File: config.mk
export PLATFORM = sky130hd
export DESIGN_NAME = wpsc_ctrl
export DESIGN_NICKNAME = d
export VERILOG_FILES = /design/src/rtl/wpsc_pkg.sv /design/src/rtl/wpsc_ctrl.sv
export SDC_FILE = /design/constraint.sdc
export NUM_CORES = 1
export LEC_CHECK = 0
export CAP_MARGIN = 20
export CORE_AREA = 2 2 39 41
export CTS_CLUSTER_DIAMETER = 60
export CTS_CLUSTER_SIZE = 24
export DETAILED_ROUTE_END_ITERATION = 6
export DIE_AREA = 0 0 41 43
export DONT_BUFFER_PORTS = 1
export GPL_TIMING_DRIVEN = 0
export PLACE_DENSITY = 0.39
export SYNTH_ARGS = -nofsm -noshare
export SYNTH_HDL_FRONTEND = slang
export SYNTH_SLANG_ARGS = --single-unit
File: constraint.sdc
create_clock -name clk -period 0.91 [get_ports clk]
set_input_delay 0.0455 -clock clk [delete_from_list [all_inputs] [get_ports clk]]
set_output_delay 0.0455 -clock clk [all_outputs]
set_load 0.005 [all_outputs]
File: src/rtl/wpsc_pkg.sv
// Package for the sliding window product counter.
// Holds field widths, saturation limits and the controller/datapath command
// and status structs. No dependencies.
`timescale 1ns / 1ps

package wpsc_pkg;

    localparam int VAL_W = 10;
    localparam int THR_W = 20;
    localparam int NEW_W = 11;
    localparam int TOT_W = 20;
    localparam int PRD_W = THR_W + VAL_W;
    localparam int IN_TDATA_W = 16;
    localparam int OUT_TDATA_W = 32;

    localparam logic [NEW_W-1:0] NEW_MAX = '1;
    localparam logic [TOT_W-1:0] TOT_MAX = '1;

    // restoring divider: one quotient bit per cycle over the THR_W-bit running product
    localparam int DIV_STEPS = THR_W;
    localparam int DCNT_W = $clog2(DIV_STEPS);

    typedef struct packed {
        logic load;        // latch accepted beat, update sequence length
        logic mul;         // register product * value
        logic clear_win;   // empty the window
        logic div_start;   // load divider
        logic div_step;    // one quotient bit
        logic drop;        // retire front element with quotient
        logic append;      // write element, grow window
        logic finish;      // update totals and load output register
    } wpsc_cmd_t;

    typedef struct packed {
        logic bypass;      // value zero or not below threshold
        logic drop_needed; // window must shrink before the append
        logic div_last;    // final divider step
        logic out_free;    // output register can take a result
    } wpsc_sts_t;

endpackage

File: src/rtl/wpsc_ctrl.sv
// Controller state machine for the window product counter.
// Depends on wpsc_pkg for the command and status structs.
`timescale 1ns / 1ps

module wpsc_ctrl (
    input  logic               clk,
    input  logic               rst_n,
    input  logic               in_valid,
    output logic               in_ready,
    input  wpsc_pkg::wpsc_sts_t sts,
    output wpsc_pkg::wpsc_cmd_t cmd
);
    import wpsc_pkg::*;

    localparam logic [2:0] S_IDLE   = 3'd0;
    localparam logic [2:0] S_MUL    = 3'd1;
    localparam logic [2:0] S_CHK    = 3'd2;
    localparam logic [2:0] S_RD     = 3'd3;
    localparam logic [2:0] S_DSTART = 3'd4;
    localparam logic [2:0] S_DIV    = 3'd5;
    localparam logic [2:0] S_DROP   = 3'd6;
    localparam logic [2:0] S_FIN    = 3'd7;

    logic [2:0] state_reg;
    logic [2:0] state_next;

    assign in_ready = (state_reg == S_IDLE);

    // sequence the per-beat work
    always_comb
    begin
        state_next = state_reg;
        cmd = '0;
        unique case (state_reg)
            S_IDLE:
            begin
                if (in_valid)
                begin
                    cmd.load = 1'b1;
                    state_next = S_MUL;
                end
            end
            S_MUL:
            begin
                if (sts.bypass)
                begin
                    cmd.clear_win = 1'b1;
                    state_next = S_FIN;
                end
                else
                begin
                    cmd.mul = 1'b1;
                    state_next = S_CHK;
                end
            end
            S_CHK:
            begin
                if (sts.drop_needed)
                begin
                    state_next = S_RD;
                end
                else
                begin
                    cmd.append = 1'b1;
                    state_next = S_FIN;
                end
            end
            S_RD:
            begin
                // wait for the registered read of the front element
                state_next = S_DSTART;
            end
            S_DSTART:
            begin
                cmd.div_start = 1'b1;
                state_next = S_DIV;
            end
            S_DIV:
            begin
                cmd.div_step = 1'b1;
                if (sts.div_last)
                begin
                    state_next = S_DROP;
                end
            end
            S_DROP:
            begin
                cmd.drop = 1'b1;
                state_next = S_MUL;
            end
            S_FIN:
            begin
                if (sts.out_free)
                begin
                    cmd.finish = 1'b1;
                    state_next = S_IDLE;
                end
            end
            default:
            begin
                state_next = S_IDLE;
            end
        endcase
    end

    always_ff @(posedge clk or negedge rst_n)
    begin
        if (!rst_n)
        begin
            state_reg <= S_IDLE;
        end
        else
        begin
            state_reg <= state_next;
        end
    end

endmodule

==> summary.txt, run 1 <==
STA
  – Slew headroom: 85.8%
  – Final WS setup: -0.236 ns
  – Final min period: 1.15 ns
  – Period Utilization, post-route: 126%
  – Layout Skew: 0.00140 ns
  – Final Max Slew Viols: 0
  – Final hold vios: 0
  – RSZ-0062 raised after global routing: true
  – Setup Viol. Count Final: 12
  – Hold_ws: 0.00317 ns
  – Fmax: 872 MHz
  – Transition time of the tightest slew-check pin: 0.212 ns

Synthesis
  – XOR/XNOR Fraction of Synth Area: 3.17%
  – Post-synth top area share: 27.1%
  – Seq/Total Area, Yosys: 27.1%
  – Avg Synthesized Cell Area: 8.38 um^2
  – Post-synth cell types: 19
  – Area fraction in compound gates after synthesis: 17.2%
  – Yosys reg bits: 3
  – Post-Synth Adder-Cell Area: 0%
  – Post-synth net total: 40
  – Synth Area in Simple Gates: 41.2%
  – Dominant cell type by area after synthesis: dfrtp_1
  – Mapped Cells: 33
  – Largest family of logic cells by synthesized area: simple AND/OR/NAND/NOR gates
  – Synth top area cells: dfrtp_1 (27%), nor4b_2 (11%), buf_6 (8.1%)
  – Mapped cell area: 277 um^2
  – Multiplexer share of the synthesized area: 0%
  – Synth warn: 0

Setup path
  – CP Cell Sequence: buf_8 > nor4bb_4
  – CP Launch Type: flop
  – Critical Path Source: state_reg[1]
  – WS Path Type: flop to primary output
  – WP data arrival: 1.10 ns
  – RR Startpoint: state_reg[0]
  – CP required: 0.86 ns
  – Max stage delay on crit path: 0.43 ns
  – CP Capture Type: primary output
  – CP max FO: 8
  – Slowest-stage cell, CP: dfrtp_2

Placed design
  – Dpl hpwl: 472 um
  – DP Cell Count: 49
  – DP Area: 304 um^2
  – Port bufs: 0
  – Place WS: -0.0909 ns
  – Routability cong.: 0.692

Power and ir drop
  – Leak pwr: 0.000229 uW
  – Maximum VDD drop: 1.26 mV
  – Pwr dens: 3560 mW/mm^2

GRT
  – Vias in the first global route: 299
  – Pin count of the biggest net entering global routing: 11
  – GRT Residual Overflow: 0
  – GRT Total Usage: 10.3%
  – First-pass GRT wire length: 1210 um
  – Initial antenna violation count: 0

Drt
  – Total Wirelength: 830 um
  – Final antenna-violating net count: 0
  – DRC Markers: 0
  – DR iter-0 viols: 4
  – Wire per inst: 13.0 um
  – Via density: 4.73
  – Total number of vias: 303
  – DRT Pass-1 Iters: 2

Die
  – Die Ht: 43 um
  – Core box area: 0.00138 mm^2
  – Initial Utilization: 20.0%
  – Top Ports: 16
  – Rows: 14
  – Die W: 41 um
  – Die Area: 0.00176 mm^2

Final layout
  – Most frequent cells in the layout: buf_4 (7), buf_6 (5), clkbuf_4 (3)
  – Layout net count: 56
  – Most common cell after layout, fill and taps aside: buf_4
  – Largest register FFs: 3
  – Fillers: 155
  – Multi-input gate area: 274 um^2
  – Area Overhead vs Synth: 93.7%
  – Storage cell area: 77.6 um^2
  – Final Non-Filler Cells: 64
  – Post-Route Utilization: 38.7%
  – Final instance area: 536 um^2
  – Share of layout cells above drive strength 1: 66.7%
  – ANT cells: 0

Min path
  – Hold Crit Start: sts[0]
  – Worst Hold Class: primary input to flop

Outcome
  – Failing checks: setup timing
  – Outcome: complete, but fails checks

Clock tree
  – Worst skew pair latency: 0.23 ns
  – CTS Buf Count: 3
  – CTS tree: built
  – Clock transition at path regs: 0.04 ns
  – CTS sink cnt: 3
  – H-tree Lvls: 1
  – CTS Buffer Depth: 2
  – Clock root buffer: clkbuf_4

Run
  – MaxCap Viol Count: 0
-- routing by layer --
| layer | track usage, % | up-vias | share of wire [%] |
|---|---|---|---|
| met1 | 9.09 | 146 | 34 |
| met2 | 19.1 | 11 | 59 |
| li1 | - | 146 | - |
| met5 | 0 | - | 0 |
| met3 | 3.66 | 0 | 6.5 |
| met4 | 4.00 | 0 | 0 |
-- final timing paths --
path | end | slack (ns) | cells past startpoint
hold / removal | state_reg[2] | 0.003 | 3
max in group asynchronous | state_reg[0] | 0.69 | 1
hold reg to reg | state_reg[0] | 0.71 | 2
setup / recovery | cmd[5] | -0.24 | 2
min in group asynchronous | state_reg[2] | 0.06 | 1
setup reg to reg | state_reg[1] | -0.19 | 4
-- what timing repair did --
action                                  in CTS  in global routing
pin swaps                                    6                  6
gates resized for setup                     17                 11
endpoints found under the hold margin        3                  0
gates cloned                                 1                  0
hold buffers                                 1                  0
endpoints found under the setup margin      12                 12
buffers inserted                             6                  3
-- logic make-up (layout without fill, tap and decap cells) --
logic type,Yosys count,count (layout)
and+or+nand+nor,17,17
AOI/OAI and AO/OA,8,8
DFF,3,3
buffers and inverters,4,19
xor gates and xnor gates,1,1
-- power breakdown --
part / switching (uW) / total (uW) / leakage (uW) / internal (uW)
Combinational: 599 / 1360 / 0.000182 / 764
Sequential: 105 / 312 / 0.0000315 / 207
Clock: 66.2 / 230 / 0.0000150 / 164
-- cell usage after synthesis (all sizes together) --
cell and count:
nor2 3, and3b 1, a21oi 4, xnor2 1
nor3b 1, inv 1, nor4bb 1, nor3 2
a32oi 1, dfrtp 3, nand2 3, o22a 1
o21ai 2, nand2b 1, buf 3, nor2b 2
nor4b 2, and2 1
-- worst max-delay path, delay by kind of cell (launching register included) --
family / cells / cell delay [ns]
simple gates: 1 / 0.28
flops: 1 / 0.43
buf+inv: 1 / 0.16
-- through the flow --
step / TNS (ns) / power, uW
detailed placement: -0.474 / 941
global placement: -0.436 / 940
finish: -2.11 / 1900
global route: -2.69 / 2050
floorplan: -0.0115 / 833
CTS: -2.10 / 1640
-- layout make-up --
class | instances | area share (%)
multi-input combinational | 26 | 51.2
timing repair buffer | 11 | 18.0
inverter | 1 | 0.701
buffer | 3 | 7.01
clock buffer | 4 | 4.91
tap | 16 | 3.74
sequential | 3 | 14.5
Note: power is estimated with default switching activity, not from simulation.
==> run 2: changes to the inputs <==
- ABC_AREA: default -> 1
==> run 2 against run 1 <==
  * The run still ends with setup timing left
  * Setup slack better by 0.054 ns
  * Via count is 1.7% higher
  * Critical path depth is 1 higher
  * Register-to-register slack hardly changed
  * Utilization is 9.9 points lower
  * Synthesized area is 0.91% higher
  * Clock skew is 0.0025 ns higher
  * Total power is 22% lower
  * First-iteration DRC count stayed put
  * Synthesized cell count is 45% higher
  * Critical path type unchanged
  * Critical endpoint is now cmd[4]
==> summary.txt, run 2 <==
Outcome
  – Outcome: complete, but fails checks
  – Failing checks: setup timing

Die
  – Die Ht: 43 um (unchanged)
  – Die W: 41 um (unchanged)
  – Core box area: 0.00138 mm^2 (unchanged)
  – Rows: 14 (unchanged)
  – Initial Utilization: 20.2% (+0.18 points)
  – Top Ports: 16 (unchanged)
  – Die Area: 0.00176 mm^2 (unchanged)

Drt
  – DRC Markers: 0 (unchanged)
  – DRT Pass-1 Iters: 2 (unchanged)
  – Wire per inst: 9.86 um (-24%)
  – Total number of vias: 308 (+1.7%)
  – Final antenna-violating net count: 0 (unchanged)
  – Via density: 4.28 (-9.6%)
  – Total Wirelength: 710 um (-14%)
  – DR iter-0 viols: 4 (unchanged)

STA
  – RSZ-0062 raised after global routing: true
  – Final Max Slew Viols: 0 (unchanged)
  – Period Utilization, post-route: 120% (-6.0 points)
  – Setup Viol. Count Final: 12 (unchanged)
  – Setup TNS: -1.77 ns (+0.331 ns)
  – Final min period: 1.09 ns (-0.0543 ns)
  – Slew headroom: 89.2% (+3.4 points)
  – Transition time of the tightest slew-check pin: 0.160 ns (-0.0516 ns)
  – Fmax: 916 MHz (+5.0%)
  – Final WS setup: -0.182 ns (+0.0543 ns)
  – Final hold vios: 0 (unchanged)
  – Layout Skew: 0.00395 ns (+0.00255 ns)
  – Hold_ws: 0.0419 ns (+0.0387 ns)

Setup path
  – CP Capture Type: primary output
  – Slowest-stage cell, CP: dfrtp_2
  – WP data arrival: 1.05 ns (-0.05 ns)
  – CP bufs+invs: 1 (unchanged)
  – RR Endpoint: state_reg[1]
  – Delay-heaviest family, CP: flip-flops
  – RR Startpoint: state_reg[1]
  – CP max FO: 6 (-2)
  – WS Path Type: flop to primary output
  – CP Launch Type: flop
  – Flop-to-flop setup slack: -0.18 ns (about the same)
  – CP required: 0.86 ns (about the same)
  – CP Cell Sequence: inv_4 > nand2_1 > nor2_1
  – Max stage delay on crit path: 0.46 ns (+0.03 ns)
  – R2R depth: 6 (+2)

Final layout
  – Layout net count: 64 (+14%)
  – Most common cell after layout, fill and taps aside: nand2_1
  – Most frequent cells in the layout: nand2_1 (13), inv_1 (7), nand3_1 (5)
  – Final instance area: 398 um^2 (-26%)
  – Area Overhead vs Synth: 42.6%
  – Share of layout cells above drive strength 1: 39.3% (-27 points)
  – ANT cells: 0 (unchanged)
  – Largest register FFs: 3 (unchanged)

Power and ir drop
  – Leak pwr: 0.000231 uW (+1.1%)
  – Pwr Total: 1480 uW (-22%)
  – Pwr dens: 3730 mW/mm^2 (+4.7%)
  – Maximum VDD drop: 0.706 mV (-44%)

Synthesis
  – Post-synth EDFFs: 0 (unchanged)
  – Mapped cell area: 279 um^2 (+0.91%)
  – Synth top area cells: dfrtp_1 (27%), nand2_1 (20%), inv_1 (11%)
  – Post-synth top area share: 26.9% (-0.24 points)
  – Post-synth top flop: dfrtp_1
  – Post-synth net total: 55 (+38%)
  – Dominant cell type by area after synthesis: dfrtp_1
  – Most frequent cell after synthesis: nand2_1
  – Yosys reg bits: 3 (unchanged)
  – Post-synth ARST share: 100% (unchanged)
  – Commonest cells in the synthesized netlist: nand2_1 (15), inv_1 (8), nor2_1 (8)
  – Post-synth cell types: 12 (-7)
  – Mapped Cells: 48 (+45%)
  – Seq/Total Area, Yosys: 26.9% (-0.24 points)
  – Avg Synthesized Cell Area: 5.81 um^2 (-31%)
  – Synth warn: 0 (unchanged)

Placed design
  – Routability cong.: 0.601 (-13%)
  – Dpl hpwl: 511 um (+8.1%)
  – Place WS: -0.178 ns (-0.0867 ns)
  – Port bufs: 0 (unchanged)
  – DP Area: 304 um^2 (unchanged)

GRT
  – Pin count of the biggest net entering global routing: 10 (-1)
  – Vias in the first global route: 254 (-15%)
  – GRT Residual Overflow: 0 (unchanged)
  – Initial antenna violation count: 0 (unchanged)
  – First-pass GRT wire length: 897 um (-26%)
  – GRT Total Usage: 7.65% (-2.6 points)

Min path
  – Hold Crit Start: sts[1]
  – Hold Crit Depth: 3 (unchanged)
  – Worst Hold Class: primary input to flop
  – Hold EP: state_reg[2]

Clock tree
  – Clock transition at path regs: 0.04 ns (about the same)
  – Worst skew pair latency: 0.24 ns (about the same)
  – Clock root buffer: clkbuf_4
  – CTS Buffer Depth: 2 (unchanged)
  – CTS Buf Count: 3 (unchanged)
  – CTS sink cnt: 3 (unchanged)
  – H-tree Lvls: 1 (unchanged)
  – CTS tree: built

Run
  – MaxCap Viol Count: 0 (unchanged)
run 2: cell count changes after synthesis, moves of 2 or more:
cell     previous run  this run
inv_2               0         2
o21ai_1             2         0
nor2_1              3         8
inv_1               1         8
nor2b_1             2         0
nand2_1             3        15
a21oi_1             4         0
nand3_1             0         5
nor4b_2             2         0
run 2: cell families after synthesis:
kind of cell | share of synthesized area (%)
simple gates | 53.8
buf+inv | 17.5
flops | 26.9
compound gates | 1.79
run 2: per-stage QoR:
| stage | std cells | utilization [%] |
|---|---|---|
| global route | 72 | 28.8 |
| CTS | 70 | 26.4 |
| detailed placement | 64 | 22.0 |
| floorplan | 48 | - |
| finish | 72 | 28.8 |
| global placement | 64 | 22.0 |
run 2: per-layer routing:
layer	GRT usage [%]	share of wire, %
met5	0	0
met4	6.00	2.7
met3	1.57	3.9
met2	13.4	55
met1	6.82	38
run 2: worst register-to-register path: cells and delay by family, from the launching register on:
kind,cells,cell delay [ns]
flip-flops,1,0.46
AND/OR/NAND/NOR,5,0.41
buffers and inverters,1,0.10
run 2: worst max path at each step:
stage	depth (start not counted)	endpoint	slack (ns)	startpoint
2_1_floorplan	6	state_reg[1]	-0.06	state_reg[1]
3_3_place_gp	6	state_reg[1]	-0.19	state_reg[1]
3_5_place_dp	6	state_reg[1]	-0.18	state_reg[1]
4_1_cts	6	state_reg[1]	-0.18	state_reg[1]
5_1_grt	3	cmd[4]	-0.26	state_reg[1]
6_report	3	cmd[4]	-0.18	state_reg[1]
run 2: area by class of cell:
class                      instances  area, um^2
buffer                             1        11.3
clock buffer                       4        26.3
fill                             167         986
inverter                          10        40.0
multi-input combinational         34         190
sequential                         3        77.6
tap                               16        20.0
timing repair buffer               4        32.5
run 2: power by group:
group / total, uW / internal, uW / switching, uW / leakage, uW
Clock: 239 / 165 / 73.9 / 0.0000150
Combinational: 912 / 369 / 543 / 0.000182
Sequential: 332 / 214 / 118 / 0.0000340
Total: 1480 / 748 / 734 / 0.000231
run 2: timing repair:
item | in CTS | in global routing
buffers inserted | 1 | 1
setup endpoints to repair | 12 | 12
hold buffers | 1 | 0
pin swaps | 1 | 6
cloned | 0 | 1
hold endpoints to repair | 3 | 0
gates resized for setup | 6 | 7
